`config.mk`:
```
export PLATFORM = sky130hd
export DESIGN_NAME = dynamic_priority_scheduler_unit_flat
export DESIGN_NICKNAME = d
export VERILOG_FILES = /design/src/sv/dps_pkg.sv /design/src/sv/dps_chan_if.sv /design/src/sv/dps_cell.sv /design/src/sv/dynamic_priority_scheduler_unit.sv /design/src/flat_wrapper.sv
export SDC_FILE = /design/constraint.sdc
export NUM_CORES = 1
export LEC_CHECK = 0
export ABC_AREA = 1
export BUFFER_PORTS_ARGS = -buffer_cell sky130_fd_sc_hd__buf_2
export CAP_MARGIN = 10
export CORE_AREA = 10 10 47 49
export DETAILED_ROUTE_END_ITERATION = 6
export DIE_AREA = 0 0 57 59
export PLACE_DENSITY = 0.55
export SLEW_MARGIN = 5
export SYNTH_ARGS = -nofsm -noshare
export SYNTH_HDL_FRONTEND = slang
export SYNTH_SLANG_ARGS = --single-unit
export TNS_END_PERCENT = 10
```
`constraint.sdc`:
```
create_clock -name clk -period 1.6 [get_ports clk]
set_input_delay 0.24 -clock clk [delete_from_list [all_inputs] [get_ports clk]]
set_output_delay 0.24 -clock clk [all_outputs]
set_load 0.05 [all_outputs]
```
`src/sv/dps_pkg.sv`:
```
// types and constants shared by the dynamic priority scheduler files
package dps_pkg;

	// result status codes
	localparam logic [2:0] ST_ADDED    = 3'd0;
	localparam logic [2:0] ST_FULL     = 3'd1;
	localparam logic [2:0] ST_REQUEUED = 3'd2;
	localparam logic [2:0] ST_FINISHED = 3'd3;
	localparam logic [2:0] ST_IDLE     = 3'd4;

	// action codes
	localparam logic ACT_ADD = 1'b0;
	localparam logic ACT_RUN = 1'b1;

	// one ready queue entry
	typedef struct packed {
		logic [7:0] run;
		logic [7:0] need;
		logic [7:0] prio;
		logic [7:0] id;
	} entry_t;

	// input item
	typedef struct packed {
		logic       action;
		logic [7:0] proc_id;
		logic [7:0] priority_req;
		logic [7:0] need_time;
	} in_item_t;

	// result item
	typedef struct packed {
		logic [2:0] status;
		logic [7:0] ran_id;
		logic [7:0] new_priority;
		logic [7:0] run_time;
		logic [4:0] queue_count;
	} out_item_t;

	// command broadcast to every cell of the chain
	typedef struct packed {
		logic   insert;
		logic   pop;
		entry_t ins;
	} cell_ctl_t;

endpackage

```
`src/sv/dps_chan_if.sv`:
```
// valid/ready channel carrying one item of a given payload type
interface dps_chan_if #(
	parameter type payload_t = logic
);
	logic     valid;
	logic     ready;
	payload_t data;

	modport source (output valid, output data, input ready);
	modport sink   (input valid, input data, output ready);
endinterface

```
`src/sv/dps_cell.sv`:
```
// one cell of the sorted queue chain: holds one entry, shifts or takes the insert
module dps_cell
	import dps_pkg::*;
(
	input  logic      clk,
	input  cell_ctl_t ctl,
	input  logic      occ,
	input  logic      left_ge,
	input  entry_t    left_entry,
	input  entry_t    right_entry,
	output entry_t    entry,
	output logic      ge
);

	entry_t entry_q;

	// this cell stays ahead of the inserted entry
	assign ge    = occ && (entry_q.prio >= ctl.ins.prio);
	assign entry = entry_q;

	// pop shifts the chain toward the head; insert opens a gap at the first cell behind the equal-or-higher run
	always_ff @(posedge clk) begin
		if (ctl.pop) begin
			entry_q <= right_entry;
		end else if (ctl.insert && !ge) begin
			if (left_ge) begin
				entry_q <= ctl.ins;
			end else begin
				entry_q <= left_entry;
			end
		end
	end

endmodule

```
`src/sv/dynamic_priority_scheduler_unit.sv`:
```
// top level of the dynamic priority scheduler: cell chain and item control
//
//  channel    role   payload
//  request    sink   action, proc_id, priority_req, need_time
//  response   source status, ran_id, new_priority, run_time, queue_count
//
// an add item and a run on an empty queue are answered from the accept state; any other run item
// pops the head out of the cell chain on accept and moves to the run state, where the head is
// aged and re-inserted unless it has finished.
// arst_n clears the entry count, the control state and the result valid;
// cell contents are not reset, a cell counts only below the entry count.
// a waiting result holds the block until it is taken or taken in the same cycle.
module dynamic_priority_scheduler_unit
	import dps_pkg::*;
#(
	parameter int QUEUE_DEPTH = 16
)(
	input logic clk,
	input logic arst_n,
	dps_chan_if.sink   request,
	dps_chan_if.source response
);

	localparam int CW = $clog2(QUEUE_DEPTH + 1);

	typedef enum logic {S_ACCEPT, S_RUN} state_t;

	state_t    state_q;
	logic [CW-1:0] count_q;
	entry_t    hold_q;
	out_item_t out_q;
	logic      out_valid_q;

	in_item_t  req;
	logic      out_free;
	logic      out_set;
	logic      accept;
	logic      full;
	logic      empty;
	logic [CW-1:0] cnt_plus;
	logic [CW-1:0] cnt_minus;
	logic [CW+4:0] ext_now;
	logic [CW+4:0] ext_plus;
	logic [7:0] run_inc;
	logic [7:0] prio_dec;
	logic      finish;
	entry_t    new_entry;
	entry_t    requeue_entry;
	cell_ctl_t ctl;

	entry_t    cell_entry [QUEUE_DEPTH];
	logic      cell_ge    [QUEUE_DEPTH];

	assign req = request.data;

	// handshake
	assign out_free       = !out_valid_q || response.ready;
	assign request.ready  = (state_q == S_ACCEPT) && out_free;
	assign accept         = request.valid && request.ready;
	assign response.valid = out_valid_q;
	assign response.data  = out_q;

	// a result is produced by an add, an idle run or the run state
	assign out_set = (accept && ((req.action == ACT_ADD) || empty)) ||
	                 ((state_q == S_RUN) && out_free);

	// count helpers
	assign full      = (count_q == CW'(QUEUE_DEPTH));
	assign empty     = (count_q == '0);
	assign cnt_plus  = count_q + CW'(1);
	assign cnt_minus = count_q - CW'(1);
	assign ext_now   = (CW+5)'(count_q);
	assign ext_plus  = (CW+5)'(cnt_plus);

	// aging of the popped head
	assign run_inc  = (hold_q.run == 8'hFF) ? 8'hFF : hold_q.run + 8'd1;
	assign finish   = (run_inc >= hold_q.need);
	assign prio_dec = (hold_q.prio == 8'd0) ? 8'd0 : hold_q.prio - 8'd1;

	always_comb begin
		new_entry.id   = req.proc_id;
		new_entry.prio = req.priority_req;
		new_entry.need = (req.need_time == 8'd0) ? 8'd1 : req.need_time;
		new_entry.run  = 8'd0;

		requeue_entry.id   = hold_q.id;
		requeue_entry.prio = prio_dec;
		requeue_entry.need = hold_q.need;
		requeue_entry.run  = run_inc;
	end

	// chain command
	always_comb begin
		ctl.pop    = accept && (req.action == ACT_RUN) && !empty;
		ctl.insert = (accept && (req.action == ACT_ADD) && !full) ||
		             ((state_q == S_RUN) && out_free && !finish);
		ctl.ins    = (state_q == S_RUN) ? requeue_entry : new_entry;
	end

	// row of cells, each wired to its neighbors
	for (genvar i = 0; i < QUEUE_DEPTH; i++) begin : g_cell
		logic   occ;
		logic   left_ge;
		entry_t left_entry;
		entry_t right_entry;

		assign occ = (CW'(i) < count_q);

		if (i == 0) begin : g_first
			assign left_ge    = 1'b1;
			assign left_entry = ctl.ins;
		end else begin : g_mid
			assign left_ge    = cell_ge[i-1];
			assign left_entry = cell_entry[i-1];
		end

		if (i == QUEUE_DEPTH - 1) begin : g_last
			assign right_entry = cell_entry[i];
		end else begin : g_inner
			assign right_entry = cell_entry[i+1];
		end

		dps_cell u_cell (
			.clk         (clk),
			.ctl         (ctl),
			.occ         (occ),
			.left_ge     (left_ge),
			.left_entry  (left_entry),
			.right_entry (right_entry),
			.entry       (cell_entry[i]),
			.ge          (cell_ge[i])
		);
	end

	// control state, count and result register
	always_ff @(posedge clk or negedge arst_n) begin
		if (!arst_n) begin
			state_q     <= S_ACCEPT;
			count_q     <= '0;
			out_valid_q <= 1'b0;
		end else begin
			if (out_set) begin
				out_valid_q <= 1'b1;
			end else if (response.ready) begin
				out_valid_q <= 1'b0;
			end
			case (state_q)
				S_ACCEPT: begin
					if (accept) begin
						out_q.ran_id       <= 8'd0;
						out_q.new_priority <= 8'd0;
						out_q.run_time     <= 8'd0;
						if (req.action == ACT_ADD) begin
							if (full) begin
								out_q.status      <= ST_FULL;
								out_q.queue_count <= ext_now[4:0];
							end else begin
								count_q           <= cnt_plus;
								out_q.status      <= ST_ADDED;
								out_q.queue_count <= ext_plus[4:0];
							end
						end else if (empty) begin
							out_q.status      <= ST_IDLE;
							out_q.queue_count <= ext_now[4:0];
						end else begin
							hold_q  <= cell_entry[0];
							count_q <= cnt_minus;
							state_q <= S_RUN;
						end
					end
				end
				S_RUN: begin
					if (out_free) begin
						out_q.ran_id   <= hold_q.id;
						out_q.run_time <= run_inc;
						state_q        <= S_ACCEPT;
						if (finish) begin
							out_q.status       <= ST_FINISHED;
							out_q.new_priority <= hold_q.prio;
							out_q.queue_count  <= ext_now[4:0];
						end else begin
							count_q            <= cnt_plus;
							out_q.status       <= ST_REQUEUED;
							out_q.new_priority <= prio_dec;
							out_q.queue_count  <= ext_plus[4:0];
						end
					end
				end
				default: begin
					state_q <= S_ACCEPT;
				end
			endcase
		end
	end

endmodule
```
`src/flat_wrapper.sv`:
```
// flat-port wrapper written by rule: the top's interface ports become plain ports
module dynamic_priority_scheduler_unit_flat import dps_pkg::*;
#(
	parameter int QUEUE_DEPTH = 16
)
  (clk, arst_n, request_valid, request_data, request_ready, response_valid, response_data, response_ready);
  dps_chan_if request_i ();
  dps_chan_if response_i ();
  input logic clk;
  input logic arst_n;
  input wire logic [$bits(request_i.valid)-1:0] request_valid;
  input wire logic [$bits(request_i.data)-1:0] request_data;
  output wire logic [$bits(request_i.ready)-1:0] request_ready;
  output wire logic [$bits(response_i.valid)-1:0] response_valid;
  output wire logic [$bits(response_i.data)-1:0] response_data;
  input wire logic [$bits(response_i.ready)-1:0] response_ready;
  assign request_i.valid = request_valid;
  assign request_i.data = request_data;
  assign request_ready = request_i.ready;
  assign response_valid = response_i.valid;
  assign response_data = response_i.data;
  assign response_i.ready = response_ready;
  dynamic_priority_scheduler_unit #(.QUEUE_DEPTH(QUEUE_DEPTH)) u_core (.clk(clk), .arst_n(arst_n), .request(request_i), .response(response_i));
endmodule
```
# --- After elaboration in Yosys (flattened, before gate mapping) ---
# Index checks and enable logic that the tools add are counted.
totals:
  elab_cells: 29
  inputBits: 5
  register_bits: 8
op_classes:
  n_addsub: 1
  bitwise_logic: 1
  n_reduce_logical: 9
  mux: 11
  eq_ne: 3
op_table:
  columns: ["operator", "n"]
  rows:
  - ["$mux 5", 3]
  - ["$pmux 5 s2", 1]
  - ["$add 5x1->5 const B", 1]
  - ["$eq 5x5->1 const B", 1]
  - ["$mux 1", 5]
  - ["$pmux 1 s2", 2]
  - ["$logic_and 1x1->1", 3]
  - ["$reduce_and 3->1", 1]
  - ["$logic_or 1x1->1", 2]
  - ["$ne 2x1->1 const B", 1]
  - ["$ne 2x2->1 const B", 1]
  - ["$reduce_and 2->1", 1]
  - ["$reduce_bool 2->1", 1]
  - ["$logic_not 1->1", 1]
  - ["$not 1->1", 1]

# --- Depth between registers and ports, before layout ---
# Gate-level depths: netlist of run 1.
depth:
  ltp_word: 6
  mapped_depth: 6
  mapped_depth_nobuf: 6

# --- Worst setup path after synthesis of run 1 ---
# OpenSTA, ideal clock, no wires.
synth_timing:
  path_kind: "flip-flop to output port"
  startpoint: "register u_core.out_valid_q, in the netlist u_core.response.valid"
  endpoint: "output port request_ready"
  stages_incl_launch_ff: 4
  required_time_ns: 1.360
  slack_ns: -0.046
  arrival_ns: 1.406
  path_cell_list: "dfrtp_1 -> inv_1 -> nor2_2 -> nor2_1"
synth_between:
  elab_chain_cells: 3
synth_lines:
  columns: ["element", "line", "rtl"]
  rows:
  - ["start: declaration", "dynamic_priority_scheduler_unit.sv:32", "logic out_valid_q;"]
  - ["start signal: assignment", "dynamic_priority_scheduler_unit.sv:140", "out_valid_q <= 1'b0;"]
  - ["start signal: assignment", "dynamic_priority_scheduler_unit.sv:143", "out_valid_q <= 1'b1;"]
  - ["start signal: assignment", "dynamic_priority_scheduler_unit.sv:145", "out_valid_q <= 1'b0;"]
  - ["$logic_not 1->1", "dynamic_priority_scheduler_unit.sv:57", "assign out_free = !out_valid_q || response.ready;"]
  - ["$logic_or 1x1->1", "dynamic_priority_scheduler_unit.sv:57", null]
  - ["$logic_and 1x1->1", "dynamic_priority_scheduler_unit.sv:58", "assign request.ready = (state_q == S_ACCEPT) && out_free;"]
  - ["end: declaration", "flat_wrapper.sv:13", "output wire logic [$bits(request_i.ready)-1:0] request_ready;"]
# Every way passes these cells.

# --- Worst setup path after layout of run 1 ---
# Same ends and word-level chain as after synthesis.

==> results of run 1 <==
## kinds of logic (layout without fill, tap and decap cells)
| group | count (synthesis) | in the layout | synth area share [%] |
|---|---|---|---|
| buffers and inverters | 9 | 19 | 7.58 |
| flip-flops | 8 | 8 | 41.4 |
| adder cells (fa/ha/maj) | 2 | 2 | 5.05 |
| XOR/XNOR | 1 | 1 | 1.77 |
| AND/OR/NAND/NOR | 37 | 37 | 44.2 |
## where the power goes
part | internal (mW) | switching, mW
Combinational | 0.111 | 0.168
Sequential | 0.263 | 0.0898
Clock | 0.0961 | 0.0788
## cells in the mapped netlist (2+ instances only)
| cell | n | area share (%) |
|---|---|---|
| nand3_1 | 7 | 7.1 |
| ha_1 | 2 | 5.0 |
| dfrtp_1 | 7 | 35 |
| nor2_4 | 2 | 4.5 |
| nand2_1 | 16 | 12 |
| nand4_1 | 3 | 3.8 |
| inv_1 | 8 | 6.1 |
| nor2_2 | 2 | 2.5 |
| nor2_1 | 2 | 1.5 |
## routing by layer
layer / GRT usage, % / part of all wire, % / up-vias
li1: - / - / 204
met1: 6.47 / 48 / 170
met2: 8.22 / 45 / 5
met3: 2.36 / 5.5 / 2
met4: 6.04 / 1.1 / 0
met5: 0 / 0 / -
## state kept, by name, indices dropped and copies added, names as in the netlist
name / flops
u_core.count_q: 5
u_core.response.data: 1
u_core.response.valid: 1
u_core.state_q: 1
## path summary, 6_finish.rpt
| check | from | end | slack (ps) | cells after the start |
|---|---|---|---|---|
| max | u_core.response.valid | request_ready | 200 | 4 |
| max reg2reg | u_core.count_q[0] | u_core.response.data | 300 | 6 |
| max in group asynchronous | arst_n | u_core.count_q[2] | 1080 | 2 |
| min reg2reg | u_core.count_q[4] | u_core.count_q[4] | 510 | 2 |
| min | request_valid | u_core.response.valid | 220 | 3 |
| min in group asynchronous | arst_n | u_core.response.valid | 340 | 2 |
## worst max-delay path, cell delays in order (launching register included)
cell,delay (ps)
dfrtp_1,330
inv_1,50
nor2_2,270
nor2_2,40
buf_2,210
## cells in the final DEF, fill, tap and decap left out
master	netlist	routed
buf_2	0	6
clkbuf_1	0	1
clkbuf_4	0	3
dfrtp_1	7	7
dlygate4sd3_1	0	1
edfxtp_1	1	1
ha_1	2	2
inv_1	8	8
nand2_1	16	16
nand2_2	1	1
nand2_4	1	1
nand3_1	7	7
nand3_4	1	1
nand4_1	3	3
nor2_1	2	1
nor2_2	2	3
nor2_4	2	2
nor2_8	1	1
nor3b_1	1	1
xor2_1	1	1
## layout make-up
type | instances | area [um2] | share of cell area (%)
multi-input combinational | 40 | 255 | 44.3
timing repair buffer | 7 | 40.0 | 6.94
inverter | 8 | 30.0 | 5.21
clock buffer | 4 | 26.3 | 4.56
tap | 16 | 20.0 | 3.47
sequential | 8 | 205 | 35.6
## stage by stage
step / util, % / setup slack, ps
3_5_place_dp: 38.6 / 305
2_1_floorplan: - / 183
5_1_grt: 41.2 / 91.7
4_1_cts: 41.2 / 177
6_report: 41.2 / 197
3_3_place_gp: 38.6 / 307
==> flow_metrics.env, run 1 <==
export IMPL_instances_no_fill=83
export IMPL_fp_dieArea_um2=3360
export IMPL_drtIter0Drc=5
export IMPL_rows=14
export IMPL_skew_ps=6.21
export IMPL_ioPinCount=8
export IMPL_fin_crit_ps=1400
export IMPL_nets=75
export IMPL_setup_viol=0
export IMPL_hpwl_um=686
export IMPL_fin_tns_setup_ps=0
export IMPL_report_final_slew_viol_count=0
export IMPL_cp_max_fo=4
export IMPL_cts_resized_gates=0
export IMPL_syn_avg_cell_area_um2=8.69
export IMPL_clockBufferDepth=2
export IMPL_maxCapViolations=0
export IMPL_drive_gt1_share_pct=26.9
export IMPL_fin_area_um2=577
export IMPL_first_pass_iters=4
export IMPL_place_gp_congestion=0.741
export IMPL_rsz0062_at_grt="false"
export IMPL_routed_wl_um=903
export IMPL_ant_nets=0
export IMPL_ys_ff_latch=8
export IMPL_wl_per_cell_um=10.9
export IMPL_criticalPathCategory="flop to output pin"
export IMPL_timing_final_crit_share_pct=87.7
export IMPL_cts_tree="yes"
export IMPL_yosysSeqAreaShare_pct=41.4
export IMPL_fmax_ghz=0.713
export IMPL_placed_cell_area_um2=541
export IMPL_coreArea_um2=1400
export IMPL_arrival_ps=1160
export IMPL_p_total_uw=806
export IMPL_outcome="finished clean"
export IMPL_dpl_cell_count=78
export IMPL_synth_area_um2=495
export IMPL_viasPerCell=4.59
export IMPL_power_density_nw_per_um2=1400
export IMPL_power_leakage_nw=0.291
export IMPL_post_cts_setup_buffers=0
export IMPL_synth_edff_count=1
export IMPL_ys_flop_type="dfrtp_1"
export IMPL_fillCellCount=151
export IMPL_ctsHoldBuffers=1
export IMPL_hp_class="primary input to flop"
export IMPL_max_slew_margin_rel_pct=77.8
export IMPL_cts_sinks=8
export IMPL_syn_nets=64
export IMPL_grt_max_degree=9
export IMPL_synth_distinct_cells=17
export IMPL_grt_total_usage_pct=5.89
export IMPL_clk_pin_slew_ps=60
export IMPL_start_util_pct=35.4
export IMPL_htreeDepth=1
export IMPL_syn_inst=57
export IMPL_dieWidth_um=57
export IMPL_cp_required_ps=1360
export IMPL_ys_async_sr_fraction_pct=87.5
export IMPL_antenna_found_initial=0
export IMPL_tightest_slew_ps=333
export IMPL_io_buffers=6
export IMPL_overflow=0
export IMPL_endpoint_kind="output pin"
export IMPL_first_global_vias=342
export IMPL_clk_latency_ps=260
export IMPL_startpoint_type="flop"
export IMPL_route_detailed_drc=0
export IMPL_holdWs_ps=225
export IMPL_cts_root_buffer="clkbuf_4"
export IMPL_grt_pass1_wl_um=1490
export IMPL_die_y_um=59
export IMPL_vias=381
export IMPL_syn2layout_area_growth_pct=16.4
export IMPL_hold_viol=0
export IMPL_insertedDiodeCount=0
export IMPL_ir_drop_uv=630
export IMPL_yosys_warnings=0
export IMPL_cts_made_buffers=3
No activity file was read; power rests on OpenSTA's default activity.
==> run 2: changes to the inputs <==
Settings changed: REMOVE_ABC_BUFFERS set to 1.
==> run 2 against run 1 <==
Die area did not move. Clock-buffer cell count unchanged. Fmax decreased by 1.2%. Sequential power fell by 1%. Sequential share of layout area increased by 0.15 points. Total power down 0.28%. First-iteration DRC count up 80%. Worst setup slack worse by 17 ps. Clock power shrank 2%. Core utilization decreased by 0.18 points. Non-clock buffer count is the same.
==> flow_metrics.env, run 2 (same netlist as run 1, synthesis figures left out) <==
export IMPL_outcome="finished clean"
export IMPL_regMostFlops="u_core.count_q"
export IMPL_ioPinCount=8
export IMPL_syn2layout_area_growth_pct=15.9
export IMPL_place_gp_congestion=0.728
export IMPL_die_y_um=59
export IMPL_clockBufferDepth=2
export IMPL_clk_pin_slew_ps=60
export IMPL_critPathTopFamily="flip-flops"
export IMPL_max_slew_margin_rel_pct=79.0
export IMPL_htreeDepth=1
export IMPL_grt_max_degree=9
export IMPL_fillCellCount=139
export IMPL_arrival_ps=1180
export IMPL_nets=75
export IMPL_rows=14
export IMPL_wl_per_cell_um=10.8
export IMPL_report_final_slew_viol_count=0
export IMPL_largest_reg_flops=5
export IMPL_first_pass_iters=4
export IMPL_grt_pass1_wl_um=1650
export IMPL_power_leakage_nw=0.291
export IMPL_route_detailed_drc=0
export IMPL_io_buffers=6
export IMPL_routed_wl_um=898
export IMPL_comb_power_share_pct=35.4
export IMPL_vias=384
export IMPL_ant_nets=0
export IMPL_drive_gt1_share_pct=25.4
export IMPL_skew_ps=12.4
export IMPL_instances_no_fill=83
export IMPL_coreArea_um2=1400
export IMPL_clk_latency_ps=260
export IMPL_maxCapViolations=0
export IMPL_hold_viol=0
export IMPL_p_clk_share_pct=21.3
export IMPL_start_util_pct=35.4
export IMPL_ir_drop_uv=498
export IMPL_critPathSlowestCell="dfrtp_1"
export IMPL_dieWidth_um=57
export IMPL_reg2reg_from="u_core.count_q[0]"
export IMPL_fin_crit_ps=1420
export IMPL_r2r_cells=6
export IMPL_hpwl_um=677
export IMPL_path_buf_inv=2
export IMPL_r2r_end="u_core.response.data"
export IMPL_endpoint_kind="output pin"
export IMPL_rsz0062_at_grt="false"
export IMPL_p_seq_share_pct=43.4
export IMPL_place_ws_ps=300
export IMPL_viasPerCell=4.63
export IMPL_antenna_found_initial=0
export IMPL_overflow=0
export IMPL_path_cells="inv_1 > nor2_2 > nor2_1 > buf_2"
export IMPL_startpoint_type="flop"
export IMPL_timing_final_crit_share_pct=88.7
export IMPL_cell_internal_pwr_uw=470
export IMPL_layout_commonest_cell="nand2_1"
export IMPL_cp_max_fo=4
export IMPL_grt_total_usage_pct=6.18
export IMPL_holdPathEnd="u_core.response.valid"
export IMPL_hold_path_startpoint="request_valid"
export IMPL_cts_tree="yes"
export IMPL_insertedDiodeCount=0
export IMPL_layout_common_cells="16 x nand2_1, 8 x inv_1, 7 x nand3_1, 7 x dfrtp_1, 6 x buf_2"
export IMPL_power_density_nw_per_um2=1400
export IMPL_setup_viol=0
export IMPL_criticalPathCategory="flop to output pin"
export IMPL_cp_required_ps=1360
export IMPL_r2r_slack_ps=300
export IMPL_critPathMaxStageDelay_ps=340
export IMPL_hp_class="primary input to flop"
export IMPL_cts_root_buffer="clkbuf_4"
export IMPL_cts_sinks=8
export IMPL_drtIter0Drc=9
export IMPL_first_global_vias=407
export IMPL_final_setup_worst_slack_ps=180
export IMPL_cts_resized_gates=0
export IMPL_tightest_slew_ps=315
export IMPL_swShare_pct=41.5
export IMPL_hold_path_depth=3
export IMPL_fp_dieArea_um2=3360
export IMPL_cts_made_buffers=3
export IMPL_dpl_cell_count=78
export IMPL_p_sw_uw=334
export IMPL_fmax_ghz=0.704
-- run 2: cell counts in the layout (fill, tap and decap cells not counted) --
Identical to the previous run, type by type.
-- run 2: worst register-to-register path, cell delays in order, from the launching register on --
cell     delay, ps
dfrtp_1        420
inv_1          100
ha_1           250
nand3_4        140
nand2_1         70
nand2_1         50
inv_1           30
-- run 2: worst max path at each step --
stage | start | to | slack [ps] | depth (start not counted)
floorplan | u_core.response.valid | request_ready | -50 | 3
global placement | u_core.count_q[0] | u_core.response.data | 310 | 6
detailed placement | u_core.count_q[0] | u_core.response.data | 300 | 6
CTS | u_core.response.valid | request_ready | 160 | 4
global route | u_core.response.valid | request_ready | 90 | 4
finish | u_core.response.valid | request_ready | 180 | 4
-- run 2: per-layer routing --
metal / wire length [um] / GRT usage, % / vias to the layer above / part of all wire (%)
li1: - / - / 201 / -
met3: 91 / 3.00 / 2 / 10
met4: 9 / 5.03 / 0 / 1.0
met2: 399 / 9.61 / 9 / 44
met1: 397 / 6.19 / 172 / 44
met5: 0 / 0 / - / 0
-- run 2: through the flow --
step	setup TNS (ps)	hold WS (ps)	total power [mW]	instance area (um2)	utilization, %
2_1_floorplan	-45.9	-55.6	0.576	488	-
3_3_place_gp	0	93.5	0.632	538	38.4
3_5_place_dp	0	89.4	0.638	538	38.4
4_1_cts	0	216	0.815	574	41.0
5_1_grt	0	237	0.875	574	41.0
6_report	0	217	0.804	574	41.0
-- run 2: power groups by stage --
stage	clock [mW]	sequential [mW]	combinational, mW
floorplan	0	0.348	0.228
global placement	0	0.353	0.279
detailed placement	0	0.351	0.288
CTS	0.177	0.347	0.290
global route	0.186	0.361	0.328
finish	0.171	0.349	0.284
-- run 2: final cells by class --
cell class | count | area, um2 | share of cell area (%)
Multi-Input combinational cell | 40 | 253 | 44.0
Tap cell | 16 | 20.0 | 3.49
Timing Repair Buffer | 7 | 40.0 | 6.97
Clock buffer | 4 | 26.3 | 4.58
Sequential cell | 8 | 205 | 35.7
Inverter | 8 | 30.0 | 5.23
-- run 2: timing repair --
item | 4_1_cts | 5_1_grt
buffers inserted | 0 | 0
hold buffers | 1 | 0
hold endpoints to repair | 7 | 0
==> run 3: changes to the inputs <==
Settings changed: BUFFER_PORTS_ARGS -buffer_cell sky130_fd_sc_hd__buf_2 to -buffer_cell sky130_fd_sc_hd__clkbuf_2, RECOVER_POWER set to 50.
==> run 3 against run 2 <==
Global-route usage rose by 0.55 points. Die area unchanged. Cell area unchanged. Core utilization is the same. Highest routed layer unchanged. Fmax shrank 3.6%. Clock-buffer cell count unchanged. Wire length increased by 10%. Largest power group unchanged. Worst setup slack got worse by 53 ps. Critical path depth did not move.
==> flow_metrics.env, run 3 (same netlist as run 1, synthesis figures left out) <==
export IMPL_outcome="finished clean"
export IMPL_startpoint_type="flop"
export IMPL_post_cts_setup_buffers=0
export IMPL_wl_per_cell_um=11.9
export IMPL_max_slew_margin_rel_pct=79.2
export IMPL_hpwl_um=712
export IMPL_grt_total_usage_pct=6.74
export IMPL_report_final_slew_viol_count=0
export IMPL_fin_crit_ps=1470
export IMPL_vias=395
export IMPL_cts_tree="yes"
export IMPL_ir_drop_uv=602
export IMPL_overflow=0
export IMPL_syn2layout_area_growth_pct=15.9
export IMPL_die_y_um=59
export IMPL_drtIter0Drc=3
export IMPL_htreeDepth=1
export IMPL_dieWidth_um=57
export IMPL_largest_reg_flops=5
export IMPL_layout_common_cells="16 x nand2_1, 8 x inv_1, 7 x nand3_1, 7 x dfrtp_1, 6 x clkbuf_2"
export IMPL_cp_required_ps=1360
export IMPL_maxCapViolations=0
export IMPL_endpoint_kind="output pin"
export IMPL_place_gp_congestion=0.725
export IMPL_fin_tns_setup_ps=0
export IMPL_hold_viol=0
export IMPL_antenna_found_initial=0
export IMPL_fillCellCount=156
export IMPL_instances_no_fill=83
export IMPL_rows=14
export IMPL_routed_wl_um=991
export IMPL_insertedDiodeCount=0
export IMPL_hold_path_startpoint="request_valid"
export IMPL_skew_ps=5.21
export IMPL_timing_final_crit_share_pct=92.0
export IMPL_fp_dieArea_um2=3360
export IMPL_layout_commonest_cell="nand2_1"
export IMPL_route_detailed_drc=0
export IMPL_cts_sinks=8
export IMPL_drive_gt1_share_pct=25.4
export IMPL_coreArea_um2=1400
export IMPL_tightest_slew_ps=312
export IMPL_viasPerCell=4.76
export IMPL_power_density_nw_per_um2=1420
export IMPL_criticalPathCategory="flop to output pin"
export IMPL_first_pass_iters=3
export IMPL_p_total_uw=818
export IMPL_clk_latency_ps=270
export IMPL_rsz0062_at_grt="false"
export IMPL_nets=75
export IMPL_clockBufferDepth=2
export IMPL_arrival_ps=1230
export IMPL_place_ws_ps=284
export IMPL_start_util_pct=35.4
export IMPL_hp_class="primary input to flop"
export IMPL_cts_root_buffer="clkbuf_4"
export IMPL_ioPinCount=8
export IMPL_cp_max_fo=4
export IMPL_ant_nets=0
export IMPL_io_buffers=6
export IMPL_grt_max_degree=9
export IMPL_worstSetupStartpoint="u_core.response.valid"
export IMPL_final_setup_worst_slack_ps=127
export IMPL_first_global_vias=369
export IMPL_clk_pin_slew_ps=60
export IMPL_cts_made_buffers=3
export IMPL_reg2reg_from="u_core.count_q[0]"
export IMPL_fmax_ghz=0.679
export IMPL_regMostFlops="u_core.count_q"
export IMPL_dpl_cell_count=78
export IMPL_power_leakage_nw=0.293
export IMPL_setup_viol=0
export IMPL_grt_pass1_wl_um=1700
-- run 3: cell types whose count changed in the layout (fill, tap and decap cells not counted) --
cell and delta:
buf_2 -6, clkbuf_2 +6
-- run 3: critical path: stages, from the launching register on --
cell      delay (ps)
dfrtp_1          340
inv_1             50
nor2_2           250
nor2_1            70
clkbuf_2         240
-- run 3: final cells by class --
| type | count | area (um2) | share of cell area (%) |
|---|---|---|---|
| Sequential cell | 8 | 205 | 35.7 |
| Timing Repair Buffer | 7 | 40.0 | 6.97 |
| Tap cell | 16 | 20.0 | 3.49 |
| Clock buffer | 4 | 26.3 | 4.58 |
| Inverter | 8 | 30.0 | 5.23 |
| Multi-Input combinational cell | 40 | 253 | 44.0 |
-- run 3: where the power goes --
group	switching (mW)	internal [mW]	total [mW]
Combinational	0.171	0.111	0.281
Clock	0.0875	0.0966	0.184
Sequential	0.0891	0.263	0.352
Total	0.347	0.470	0.818
-- run 3: stage by stage --
| stage | hold WS [ps] | instance area (um2) | util, % |
|---|---|---|---|
| 5_1_grt | 228 | 574 | 41.0 |
| 2_1_floorplan | -55.6 | 488 | - |
| 4_1_cts | 217 | 574 | 41.0 |
| 3_5_place_dp | 99.2 | 538 | 38.4 |
| 6_report | 214 | 574 | 41.0 |
| 3_3_place_gp | 99.9 | 538 | 38.4 |
-- run 3: timing repair --
item                                    CTS  global route
gates resized for setup                   0             0
hold endpoints to repair                  7             0
hold buffers                              1             0
endpoints found under the setup margin    0             0
-- run 3: routing by layer --
metal | track usage [%] | up-vias | wire length (um)
met1 | 7.00 | 177 | 441
met5 | 0 | - | 0
li1 | - | 203 | -
met4 | 5.03 | 0 | 35
met3 | 4.72 | 5 | 85
met2 | 9.30 | 10 | 429
-- run 3: path summary, 6_finish.rpt --
kind                                    endpoint  slack [ps]  cells after the start
setup / recovery                   request_ready         130                      4
hold / removal             u_core.response.valid         210                      3
setup reg to reg            u_core.response.data         260                      6
hold reg to reg                u_core.count_q[4]         530                      2
max in group asynchronous      u_core.count_q[4]        1060                      2
min in group asynchronous  u_core.response.valid         360                      2
